**config.mk**
```make
export PLATFORM = sky130hd
export DESIGN_NAME = scan_point_window_clustering
export DESIGN_NICKNAME = d
export VERILOG_FILES = /design/src/hw/rtl/spwc_pkg.sv /design/src/hw/rtl/spwc_sq_unit.sv /design/src/hw/rtl/spwc_window.sv /design/src/hw/rtl/scan_point_window_clustering.sv
export SDC_FILE = /design/constraint.sdc
export NUM_CORES = 2
export LEC_CHECK = 0
export BUFFER_PORTS_ARGS = -buffer_cell sky130_fd_sc_hd__buf_2
export CAP_MARGIN = 5
export CORE_UTILIZATION = 40
export CTS_CLUSTER_SIZE = 24
export DETAILED_ROUTE_END_ITERATION = 8
export HOLD_SLACK_MARGIN = 0.15
export SYNTH_ARGS = -nofsm -noshare
export SYNTH_HDL_FRONTEND = slang
export SYNTH_SLANG_ARGS = --single-unit
```
**constraint.sdc**
```tcl
create_clock -name clk_i -period 10.55 [get_ports clk_i]
set_clock_uncertainty 0.15 [all_clocks]
set_input_delay 3.165 -clock clk_i [delete_from_list [all_inputs] [get_ports clk_i]]
set_output_delay 3.165 -clock clk_i [all_outputs]
set_load 0.05 [all_outputs]
```
**src/hw/rtl/spwc_pkg.sv**
```systemverilog
// ----------------------------------------------------------------------------
// spwc_pkg: shared definitions for scan point window clustering
// Widths, register indexes, reset values, sequencer states and unit control.
// ----------------------------------------------------------------------------
`default_nettype none

package spwc_pkg;

  // Default parameter values
  localparam int WINDOW_DEF       = 5;
  localparam int MAX_CLUSTERS_DEF = 1023;

  // Field widths
  localparam int COORD_W = 16;
  localparam int DIST_W  = 33;
  localparam int LABEL_W = 10;
  localparam int BACK_W  = 3;
  localparam int LABEL_MAX = 1023;

  // Configuration port
  localparam int CFG_IDX_W = 1;
  localparam logic [CFG_IDX_W-1:0] CFG_MIN_RANGE_SQ = 1'd0;
  localparam logic [CFG_IDX_W-1:0] CFG_JOIN_DIST_SQ = 1'd1;
  localparam logic [DIST_W-1:0] MIN_RANGE_SQ_RST = 33'd1;
  localparam logic [DIST_W-1:0] JOIN_DIST_SQ_RST = 33'd10000;

  // Per-request sequencer
  typedef enum logic [3:0] {
    S_IDLE,
    S_RANGE_X,
    S_RANGE_Y,
    S_RANGE_CHK,
    S_DIST_X,
    S_DIST_Y,
    S_DIST_CMP,
    S_LABEL,
    S_DONE
  } spwc_state_e;

  // Squarer control
  typedef struct packed {
    logic en;     // load accumulator
    logic accum;  // add to previous value instead of replacing it
  } sq_ctrl_t;

endpackage

`default_nettype wire

```
**src/hw/rtl/spwc_sq_unit.sv**
```systemverilog
// ----------------------------------------------------------------------------
// spwc_sq_unit: shared square-and-accumulate unit
// Computes (a - b)^2 and either loads or adds it to a 33-bit accumulator.
// ----------------------------------------------------------------------------
`default_nettype none

module spwc_sq_unit (
  input  wire                                    clk_i,
  input  wire                                    rst_ni,
  input  wire spwc_pkg::sq_ctrl_t                ctrl_i,
  input  wire logic signed [spwc_pkg::COORD_W-1:0] op_a_i,
  input  wire logic signed [spwc_pkg::COORD_W-1:0] op_b_i,
  output logic [spwc_pkg::DIST_W-1:0]            acc_o
);

  localparam int DiffW = spwc_pkg::COORD_W + 1;

  logic signed [DiffW-1:0]   diff;
  logic signed [2*DiffW-1:0] prod;
  logic [spwc_pkg::DIST_W-1:0] sq_val;
  logic [spwc_pkg::DIST_W-1:0] acc_d, acc_q;

  assign diff   = DiffW'(op_a_i) - DiffW'(op_b_i);
  assign prod   = diff * diff;
  // square of a 17-bit value is below 2^32, always non-negative
  assign sq_val = prod[spwc_pkg::DIST_W-1:0];

  // sums stay below 2^33 for any 16-bit coordinates
  assign acc_d = (ctrl_i.accum ? acc_q : '0) + sq_val;

  always_ff @(posedge clk_i or negedge rst_ni) begin
    if (!rst_ni) begin
      acc_q <= '0;
    end else if (ctrl_i.en) begin
      acc_q <= acc_d;
    end
  end

  assign acc_o = acc_q;

endmodule

`default_nettype wire

```
**src/hw/rtl/spwc_window.sv**
```systemverilog
// ----------------------------------------------------------------------------
// spwc_window: point history line
// Shift line of the last WINDOW points with labels; one read port, label write.
// ----------------------------------------------------------------------------
`default_nettype none

module spwc_window #(
  parameter int WINDOW = spwc_pkg::WINDOW_DEF
) (
  input  wire                                      clk_i,
  input  wire                                      push_i,
  input  wire logic signed [spwc_pkg::COORD_W-1:0] push_x_i,
  input  wire logic signed [spwc_pkg::COORD_W-1:0] push_y_i,
  input  wire logic [spwc_pkg::LABEL_W-1:0]        push_lab_i,
  input  wire logic [((WINDOW > 1) ? $clog2(WINDOW) : 1)-1:0] rd_idx_i,
  output logic signed [spwc_pkg::COORD_W-1:0]      rd_x_o,
  output logic signed [spwc_pkg::COORD_W-1:0]      rd_y_o,
  output logic [spwc_pkg::LABEL_W-1:0]             rd_lab_o,
  input  wire                                      lab_we_i,
  input  wire logic [spwc_pkg::LABEL_W-1:0]        lab_wdata_i
);

  logic signed [spwc_pkg::COORD_W-1:0] x_q   [WINDOW];
  logic signed [spwc_pkg::COORD_W-1:0] y_q   [WINDOW];
  logic [spwc_pkg::LABEL_W-1:0]        lab_q [WINDOW];

  // entry 0 is the most recent point; label write and push never coincide
  always_ff @(posedge clk_i) begin
    if (push_i) begin
      x_q[0]   <= push_x_i;
      y_q[0]   <= push_y_i;
      lab_q[0] <= push_lab_i;
      for (int i = 1; i < WINDOW; i++) begin
        x_q[i]   <= x_q[i-1];
        y_q[i]   <= y_q[i-1];
        lab_q[i] <= lab_q[i-1];
      end
    end else if (lab_we_i) begin
      lab_q[rd_idx_i] <= lab_wdata_i;
    end
  end

  always_comb begin
    rd_x_o   = '0;
    rd_y_o   = '0;
    rd_lab_o = '0;
    if (32'(rd_idx_i) < WINDOW) begin
      rd_x_o   = x_q[rd_idx_i];
      rd_y_o   = y_q[rd_idx_i];
      rd_lab_o = lab_q[rd_idx_i];
    end
  end

endmodule

`default_nettype wire

```
**src/hw/rtl/scan_point_window_clustering.sv**
```systemverilog
// ----------------------------------------------------------------------------
// scan_point_window_clustering: nearest-neighbor clustering of scan points
// Labels each point with the cluster of its nearest recent neighbor when that lies within the join distance.
// ----------------------------------------------------------------------------
//
//  Channel  Dir  Handshake               Payload
//  s_axis   in   tvalid/tready           tdata: pos_x, pos_y; tuser: scan_start
//  m_axis   out  tvalid/tready           tdata: label, seed_new, seed_back,
//                                               nearest_dist_sq, labels_full
//  cfg      in   cfg_we_i (no wait)      cfg_idx_i, cfg_data_i
//
//  Sequence: a request runs a neighbor search over all WINDOW entries, or
//  skips it when the window is still filling or the point lies inside the
//  minimum range. The single squarer serves every step: two passes per
//  window entry (dx^2, then dy^2) plus one compare step.
//  Reset clears configuration to defaults, the fill count and label counter.
//  A finished result sits in the output register; the next request is taken
//  while it waits, and only the final write-back stalls on m_axis_tready.
// ----------------------------------------------------------------------------
`default_nettype none

module scan_point_window_clustering #(
  parameter int WINDOW       = spwc_pkg::WINDOW_DEF,
  parameter int MAX_CLUSTERS = spwc_pkg::MAX_CLUSTERS_DEF
) (
  input  wire                                clk_i,
  input  wire                                rst_ni,
  // point requests
  input  wire                                s_axis_tvalid,
  output logic                               s_axis_tready,
  input  wire logic [31:0]                   s_axis_tdata,  // pos_x[15:0], pos_y[31:16]
  input  wire logic                          s_axis_tuser,  // scan_start
  // results
  output logic                               m_axis_tvalid,
  input  wire                                m_axis_tready,
  // label[9:0], seed_new[10], seed_back[13:11], nearest_dist_sq[46:14], labels_full[47]
  output logic [47:0]                        m_axis_tdata,
  // configuration writes
  input  wire                                cfg_we_i,
  input  wire logic [spwc_pkg::CFG_IDX_W-1:0] cfg_idx_i,
  input  wire logic [spwc_pkg::DIST_W-1:0]    cfg_data_i
);

  localparam int IdxW  = (WINDOW > 1) ? $clog2(WINDOW) : 1;
  localparam int FillW = $clog2(WINDOW + 1);
  localparam logic [spwc_pkg::LABEL_W-1:0] LabelCap =
    spwc_pkg::LABEL_W'((MAX_CLUSTERS > spwc_pkg::LABEL_MAX) ? spwc_pkg::LABEL_MAX
                                                            : MAX_CLUSTERS);

  // configuration registers
  logic [spwc_pkg::DIST_W-1:0] min_range_q, join_dist_q;

  always_ff @(posedge clk_i or negedge rst_ni) begin
    if (!rst_ni) begin
      min_range_q <= spwc_pkg::MIN_RANGE_SQ_RST;
      join_dist_q <= spwc_pkg::JOIN_DIST_SQ_RST;
    end else if (cfg_we_i) begin
      case (cfg_idx_i)
        spwc_pkg::CFG_MIN_RANGE_SQ: min_range_q <= cfg_data_i;
        spwc_pkg::CFG_JOIN_DIST_SQ: join_dist_q <= cfg_data_i;
        default: ;
      endcase
    end
  end

  // sequencer and working registers
  spwc_pkg::spwc_state_e state_q, state_d;
  logic signed [spwc_pkg::COORD_W-1:0] x_q, y_q;
  logic [FillW-1:0]              fill_q, fill_d;
  logic [spwc_pkg::LABEL_W-1:0]  next_lab_q, next_lab_d;
  logic [IdxW-1:0]               j_q, j_d;
  logic [IdxW-1:0]               bj_q, bj_d;
  logic [spwc_pkg::DIST_W-1:0]   best_q, best_d;
  logic                          searched_q, searched_d;
  logic [spwc_pkg::LABEL_W-1:0]  lab_q, lab_d;
  logic                          seed_q, seed_d;
  logic                          full_q, full_d;

  // output register
  logic                          out_valid_q;
  logic [47:0]                   out_data_q;

  // shared squarer
  spwc_pkg::sq_ctrl_t                  sq_ctrl;
  logic signed [spwc_pkg::COORD_W-1:0] op_a, op_b;
  logic [spwc_pkg::DIST_W-1:0]         acc;

  // window access
  logic [IdxW-1:0]                     rd_idx;
  logic signed [spwc_pkg::COORD_W-1:0] rd_x, rd_y;
  logic [spwc_pkg::LABEL_W-1:0]        rd_lab;
  logic                                lab_we;
  logic [spwc_pkg::LABEL_W-1:0]        lab_wdata;
  logic                                push;

  logic       accept;
  logic       out_free;
  logic [4:0] back_w;

  assign accept   = s_axis_tvalid && s_axis_tready;
  assign out_free = !out_valid_q || m_axis_tready;
  assign back_w   = 5'(bj_q) + 5'd1;

  always_comb begin
    state_d      = state_q;
    fill_d       = fill_q;
    next_lab_d   = next_lab_q;
    j_d          = j_q;
    bj_d         = bj_q;
    best_d       = best_q;
    searched_d   = searched_q;
    lab_d        = lab_q;
    seed_d       = seed_q;
    full_d       = full_q;
    sq_ctrl      = '0;
    op_a         = x_q;
    op_b         = '0;
    rd_idx       = j_q;
    lab_we       = 1'b0;
    lab_wdata    = '0;
    push         = 1'b0;
    s_axis_tready = 1'b0;

    case (state_q)
      spwc_pkg::S_IDLE: begin
        s_axis_tready = 1'b1;
        if (s_axis_tvalid) begin
          // new scan: forget fill and label counter; the window refills
          if (s_axis_tuser) begin
            fill_d     = '0;
            next_lab_d = '0;
          end
          lab_d   = '0;
          seed_d  = 1'b0;
          full_d  = 1'b0;
          state_d = spwc_pkg::S_RANGE_X;
        end
      end
      spwc_pkg::S_RANGE_X: begin
        sq_ctrl.en = 1'b1;
        op_a       = x_q;
        state_d    = spwc_pkg::S_RANGE_Y;
      end
      spwc_pkg::S_RANGE_Y: begin
        sq_ctrl.en    = 1'b1;
        sq_ctrl.accum = 1'b1;
        op_a          = y_q;
        state_d       = spwc_pkg::S_RANGE_CHK;
      end
      spwc_pkg::S_RANGE_CHK: begin
        j_d = '0;
        if (fill_q == FillW'(WINDOW) && acc > min_range_q) begin
          searched_d = 1'b1;
          state_d    = spwc_pkg::S_DIST_X;
        end else begin
          searched_d = 1'b0;
          best_d     = '0;
          state_d    = spwc_pkg::S_DONE;
        end
      end
      spwc_pkg::S_DIST_X: begin
        sq_ctrl.en = 1'b1;
        op_a       = x_q;
        op_b       = rd_x;
        state_d    = spwc_pkg::S_DIST_Y;
      end
      spwc_pkg::S_DIST_Y: begin
        sq_ctrl.en    = 1'b1;
        sq_ctrl.accum = 1'b1;
        op_a          = y_q;
        op_b          = rd_y;
        state_d       = spwc_pkg::S_DIST_CMP;
      end
      spwc_pkg::S_DIST_CMP: begin
        // strict less-than keeps the more recent entry on a tie
        if (j_q == '0 || acc < best_q) begin
          best_d = acc;
          bj_d   = j_q;
        end
        if (j_q == IdxW'(WINDOW - 1)) begin
          state_d = spwc_pkg::S_LABEL;
        end else begin
          j_d     = j_q + 1'b1;
          state_d = spwc_pkg::S_DIST_X;
        end
      end
      spwc_pkg::S_LABEL: begin
        rd_idx = bj_q;
        if (best_q < join_dist_q) begin
          if (rd_lab == '0) begin
            // unlabeled neighbor seeds a new cluster, or takes the cap
            if (next_lab_q < LabelCap) begin
              next_lab_d = next_lab_q + 1'b1;
              seed_d     = 1'b1;
            end else begin
              next_lab_d = LabelCap;
              full_d     = 1'b1;
            end
            lab_we    = 1'b1;
            lab_wdata = next_lab_d;
            lab_d     = next_lab_d;
          end else begin
            lab_d = rd_lab;
          end
        end
        state_d = spwc_pkg::S_DONE;
      end
      spwc_pkg::S_DONE: begin
        if (out_free) begin
          push = 1'b1;
          if (fill_q < FillW'(WINDOW)) begin
            fill_d = fill_q + 1'b1;
          end
          state_d = spwc_pkg::S_IDLE;
        end
      end
      default: begin
        state_d = spwc_pkg::S_IDLE;
      end
    endcase
  end

  always_ff @(posedge clk_i or negedge rst_ni) begin
    if (!rst_ni) begin
      state_q    <= spwc_pkg::S_IDLE;
      fill_q     <= '0;
      next_lab_q <= '0;
      j_q        <= '0;
      searched_q <= 1'b0;
    end else begin
      state_q    <= state_d;
      fill_q     <= fill_d;
      next_lab_q <= next_lab_d;
      j_q        <= j_d;
      searched_q <= searched_d;
    end
  end

  always_ff @(posedge clk_i) begin
    if (accept) begin
      x_q <= $signed(s_axis_tdata[15:0]);
      y_q <= $signed(s_axis_tdata[31:16]);
    end
    bj_q   <= bj_d;
    best_q <= best_d;
    lab_q  <= lab_d;
    seed_q <= seed_d;
    full_q <= full_d;
  end

  // output register
  always_ff @(posedge clk_i or negedge rst_ni) begin
    if (!rst_ni) begin
      out_valid_q <= 1'b0;
    end else if (push) begin
      out_valid_q <= 1'b1;
    end else if (m_axis_tready) begin
      out_valid_q <= 1'b0;
    end
  end

  always_ff @(posedge clk_i) begin
    if (push) begin
      out_data_q[9:0]   <= lab_q;
      out_data_q[10]    <= seed_q;
      out_data_q[13:11] <= searched_q ? back_w[2:0] : 3'd0;
      out_data_q[46:14] <= best_q;
      out_data_q[47]    <= full_q;
    end
  end

  assign m_axis_tvalid = out_valid_q;
  assign m_axis_tdata  = out_data_q;

  spwc_sq_unit u_sq (
    .clk_i  (clk_i),
    .rst_ni (rst_ni),
    .ctrl_i (sq_ctrl),
    .op_a_i (op_a),
    .op_b_i (op_b),
    .acc_o  (acc)
  );

  spwc_window #(
    .WINDOW (WINDOW)
  ) u_window (
    .clk_i       (clk_i),
    .push_i      (push),
    .push_x_i    (x_q),
    .push_y_i    (y_q),
    .push_lab_i  (lab_q),
    .rd_idx_i    (rd_idx),
    .rd_x_o      (rd_x),
    .rd_y_o      (rd_y),
    .rd_lab_o    (rd_lab),
    .lab_we_i    (lab_we),
    .lab_wdata_i (lab_wdata)
  );

`ifndef ASSERT_OFF
  a_single_request: assert property (@(posedge clk_i) disable iff (!rst_ni)
    accept |=> !s_axis_tready)
    else $error("request accepted while previous one still in work");

  a_seed_or_full: assert property (@(posedge clk_i) disable iff (!rst_ni)
    m_axis_tvalid |-> !(m_axis_tdata[10] && m_axis_tdata[47]))
    else $error("seed_new and labels_full both set");

  a_label_needs_search: assert property (@(posedge clk_i) disable iff (!rst_ni)
    (m_axis_tvalid && m_axis_tdata[9:0] != '0) |-> m_axis_tdata[13:11] != 3'd0 ||
      WINDOW % 8 == 0)
    else $error("label given without neighbor search");

  a_label_cap: assert property (@(posedge clk_i) disable iff (!rst_ni)
    next_lab_q <= LabelCap)
    else $error("label counter beyond cap");

  a_push_frees_out: assert property (@(posedge clk_i) disable iff (!rst_ni)
    push |-> out_free && state_q == spwc_pkg::S_DONE)
    else $error("result written over a pending one");
`endif

endmodule

`default_nettype wire
```
==> run summary <==
The run finished with clean final reports. The floorplan die height works out to 285.6 microns. Sorting the synthesized cells by area gives the leading types as sky130_fd_sc_hd__edfxtp_1, sky130_fd_sc_hd__fa_1, sky130_fd_sc_hd__dfrtp_1. The run gives 0 as the max-slew violation count. Dividing the final minimum period by the clock period gives 95.03%. The number of global-route vias before repair was 21.52k. The die boundary width is 285.6 microns, and the worst setup slack after layout is 0.5238 ns.

The top cell type by total area after synthesis is sky130_fd_sc_hd__edfxtp_1. The most common library cell in the layout ignoring fill and taps is sky130_fd_sc_hd__inv_1. The overall track demand over capacity in global routing was 18.97%; the standard cell core area was 79260 sq um. The register-to-register path setup slack was 0.52 ns; the number of endpoints with negative hold slack in the final report was 0. The global route total overflow came out at 0. Timing would allow up to 99.74 MHz. Synthesis inferred 459 register bits. Via count normalized by instance count: 5.118. Among all stages on the critical path, the largest delay is contributed by sky130_fd_sc_hd__fa_1. Averaged over all synthesized cells, the footprint is 11.17 sq um. Of all flip-flops after synthesis, the portion carrying an async set or reset was 26.36%.

The initial detailed-routing violation count was 1349. Clock tree synthesis found a total of 459 sinks. In this run the core area contains 103 standard-cell rows. The clock period could shrink to 10.03 ns. In the layout the commonest cells are sky130_fd_sc_hd__inv_1, sky130_fd_sc_hd__edfxtp_1, sky130_fd_sc_hd__fa_1, sky130_fd_sc_hd__nand2_1, sky130_fd_sc_hd__ha_1. Yosys printed 0 warnings. The initial antenna violation count came out at 0. The final hold slack was 0.2742 ns; the longest individual stage delay on the worst path was 0.54 ns. Once the floorplan was initialized, standard cells occupied 40.60% of the core. Once placement finished, the instance area stood at 34220 sq um. The routability-driven placement congestion ratio is 0.8452, and the part of the Yosys area used for sequential elements is 40.97%. The type of element launching the critical path is a flip-flop. Pin placement for this block handled 122 I/O pins. The maximum buffer depth of the clock tree is 3. In this run the tightest slew margin relative to its limit is 17.62%. For the worst-skew pair, the clock arrives at the later sink with an insertion delay of 0.60 ns.

The number of vias in the routed layout is 21.07k. The clock tree root buffer cell was sky130_fd_sc_hd__clkbuf_16. The number of buffers inserted during clock tree synthesis was 50. STA classifies the critical path endpoint as a flip-flop. Entering global routing, the biggest net connects 139 pins. The area growth from synthesis to layout is 11.45%.

The count of cell types in the netlist was 72; the final design area excluding fillers was 35860 sq um. Before CTS, the worst setup slack after placement is -0.004967 ns. Buffers placed on the I/O ports in this run total 121.

Setup violations remaining at the end of the flow were counted as 0. Setup repair after global routing left no endpoint under its margin. By startpoint and endpoint, the worst setup path is classified as flip-flop to flip-flop. Number of search-and-repair iterations in the first detailed-routing pass: 5. Along the worst path, the maximum fanout reaches 20. In this run the biggest area consumer among cell types represents 31.54% of the synthesized area.

The instance count of the mapped netlist was 2882; the post-synthesis net count was 3484. The first global-routing pass estimated 120600 microns of wire. Cells with a size suffix above 1 make up 13.17% of the layout. For the count of antenna diodes in the layout, the log shows 0. The type of the worst min-delay path was flip-flop to flip-flop. TritonCTS built the clock tree. For this run, design rule violations remaining after detail routing come to 0. The sum of routed wire length over all layers was 76270 microns. The data arrival time of the worst path was 10.37 ns; the final routed wire length divided by cell count was 18.53 microns. For the remaining antenna violation count after routing, the log shows 0.

The logs give 32180 sq um for the cell area after technology mapping and 0 for the max-capacitance violation count. After clock tree synthesis, the clock-pin slew on the worst setup and hold paths is 0.06 ns. After filler insertion, the fill cell instance count of the layout stands at 7461.

For the worst setup path, the data required time is 10.89 ns. The full die area came out at 81590 sq um. The wire-length estimate of the detail-placed layout is 57950 microns. For the pin with the worst max-slew slack, the measured transition is 1.226 ns. For this run, the post-layout net count is 3629. The most used flip-flop cell after synthesis is sky130_fd_sc_hd__edfxtp_1. The number of H-tree branching levels was 2. Yosys mapped a number of flops with a built-in enable equal to 338.
## routing by layer
metal / track usage (%) / part of all wire (%)
met5: 0 / 0
met1: 25.91 / 44
met4: 4.786 / 2.0
met2: 32.10 / 50
met3: 2.233 / 4.5
## synth_stat cells (10+ instances only)
cell and instances:
sky130_fd_sc_hd__buf_1 10, sky130_fd_sc_hd__xor2_1 16, sky130_fd_sc_hd__nor3_1 33, sky130_fd_sc_hd__and2_1 11, sky130_fd_sc_hd__mux2_4 29, sky130_fd_sc_hd__a21o_1 52, sky130_fd_sc_hd__a22oi_1 20, sky130_fd_sc_hd__nand3_1 26
sky130_fd_sc_hd__and3_1 45, sky130_fd_sc_hd__ha_1 224, sky130_fd_sc_hd__nand2b_1 12, sky130_fd_sc_hd__nand2_1 279, sky130_fd_sc_hd__inv_1 528, sky130_fd_sc_hd__nor2b_1 12, sky130_fd_sc_hd__clkbuf_1 77, sky130_fd_sc_hd__a31oi_1 11
sky130_fd_sc_hd__nand4_1 19, sky130_fd_sc_hd__edfxtp_1 338, sky130_fd_sc_hd__mux2_2 82, sky130_fd_sc_hd__o22ai_1 55, sky130_fd_sc_hd__nor2_1 156, sky130_fd_sc_hd__nor4_1 18, sky130_fd_sc_hd__o211ai_1 11, sky130_fd_sc_hd__fa_1 306
sky130_fd_sc_hd__o21ai_0 134, sky130_fd_sc_hd__xnor2_1 44, sky130_fd_sc_hd__dfrtp_1 115, sky130_fd_sc_hd__a21oi_1 83
## critical path: cells and delay by family (launching register included)
family	cells	cell delay, ns
flip-flops	1	0.38
multiplexers	2	0.49
XOR/XNOR	1	0.14
adder cells (fa/ha/maj)	8	3.64
AND/OR/NAND/NOR	7	1.04
buffers and inverters	10	1.34
AO/OA/AOI/OAI	13	2.73
## kinds of logic after synthesis
| family | after synthesis | share of synthesized area [%] |
|---|---|---|
| AOI/OAI and AO/OA | 440 | 8.500 |
| and+or+nand+nor | 638 | 8.989 |
| buffers and inverters | 634 | 7.574 |
| muxes | 121 | 4.584 |
| adders and majority gates | 530 | 27.75 |
| DFF | 459 | 40.97 |
| xor gates and xnor gates | 60 | 1.633 |
## through the flow
step	utilization [%]	instances	TNS [ns]
global placement	43.17	4018	0
floorplan	-	2882	0
detailed placement	43.17	4018	-0.004967
finish	45.25	4117	0
global route	45.25	4117	0
CTS	45.13	4110	0
## what timing repair did
item / 4_1_cts / 5_1_grt
gates resized for setup: 1 / 15
pin swaps: 0 / 0
hold buffers: 0 / 0
endpoints found under the setup margin: 1 / 13
buffers inserted: 0 / 7
## final cells by class
| cell class | instances | area, sq um | area share [%] |
|---|---|---|---|
| clock buffers | 69 | 1343 | 3.743 |
| clock inverters | 23 | 206.4 | 0.5756 |
| inverters | 533 | 2008 | 5.599 |
| multi-input cells | 1789 | 16650 | 46.42 |
| flip-flops and latches | 459 | 13190 | 36.76 |
| well taps | 1050 | 1314 | 3.663 |
| repair buffers | 194 | 1160 | 3.234 |
## sequential cells by signal (all words and copies together), names as in the netlist
register	flops
next_lab_q	10
join_dist_q	33
lab_q	10
state_q	4
fill_q	3
u_window.lab_q	50
u_window.x_q	80
seed_q	1
full_q	1
min_range_q	33
u_window.y_q	80
u_sq.acc_o	33
searched_q	1
best_q	33
y_q	16
x_q	16
m_axis_tvalid	1
j_q	3
bj_q	3
m_axis_tdata	48
## worst paths after layout
| kind | start | to | cells past startpoint |
|---|---|---|---|
| worst max register to register | state_q[3]$_DFFE_PN0P_ | u_sq.acc_o[32]$_DFFE_PN0P_ | 41 |
| min in group asynchronous | rst_ni | join_dist_q[27]$_DFFE_PN0P_ | 1 |
| worst min-delay path | seed_q$_DFFE_PP_ | m_axis_tdata[10]$_DFFE_PP_ | 0 |
| worst min register to register | seed_q$_DFFE_PP_ | m_axis_tdata[10]$_DFFE_PP_ | 0 |
| worst max-delay path | state_q[3]$_DFFE_PN0P_ | u_sq.acc_o[32]$_DFFE_PN0P_ | 41 |
| max in group asynchronous | rst_ni | j_q[0]$_DFFE_PN0P_ | 2 |
Power is not shown: default switching activity piles up to over one toggle a cycle in this logic, so the estimate is an artifact.
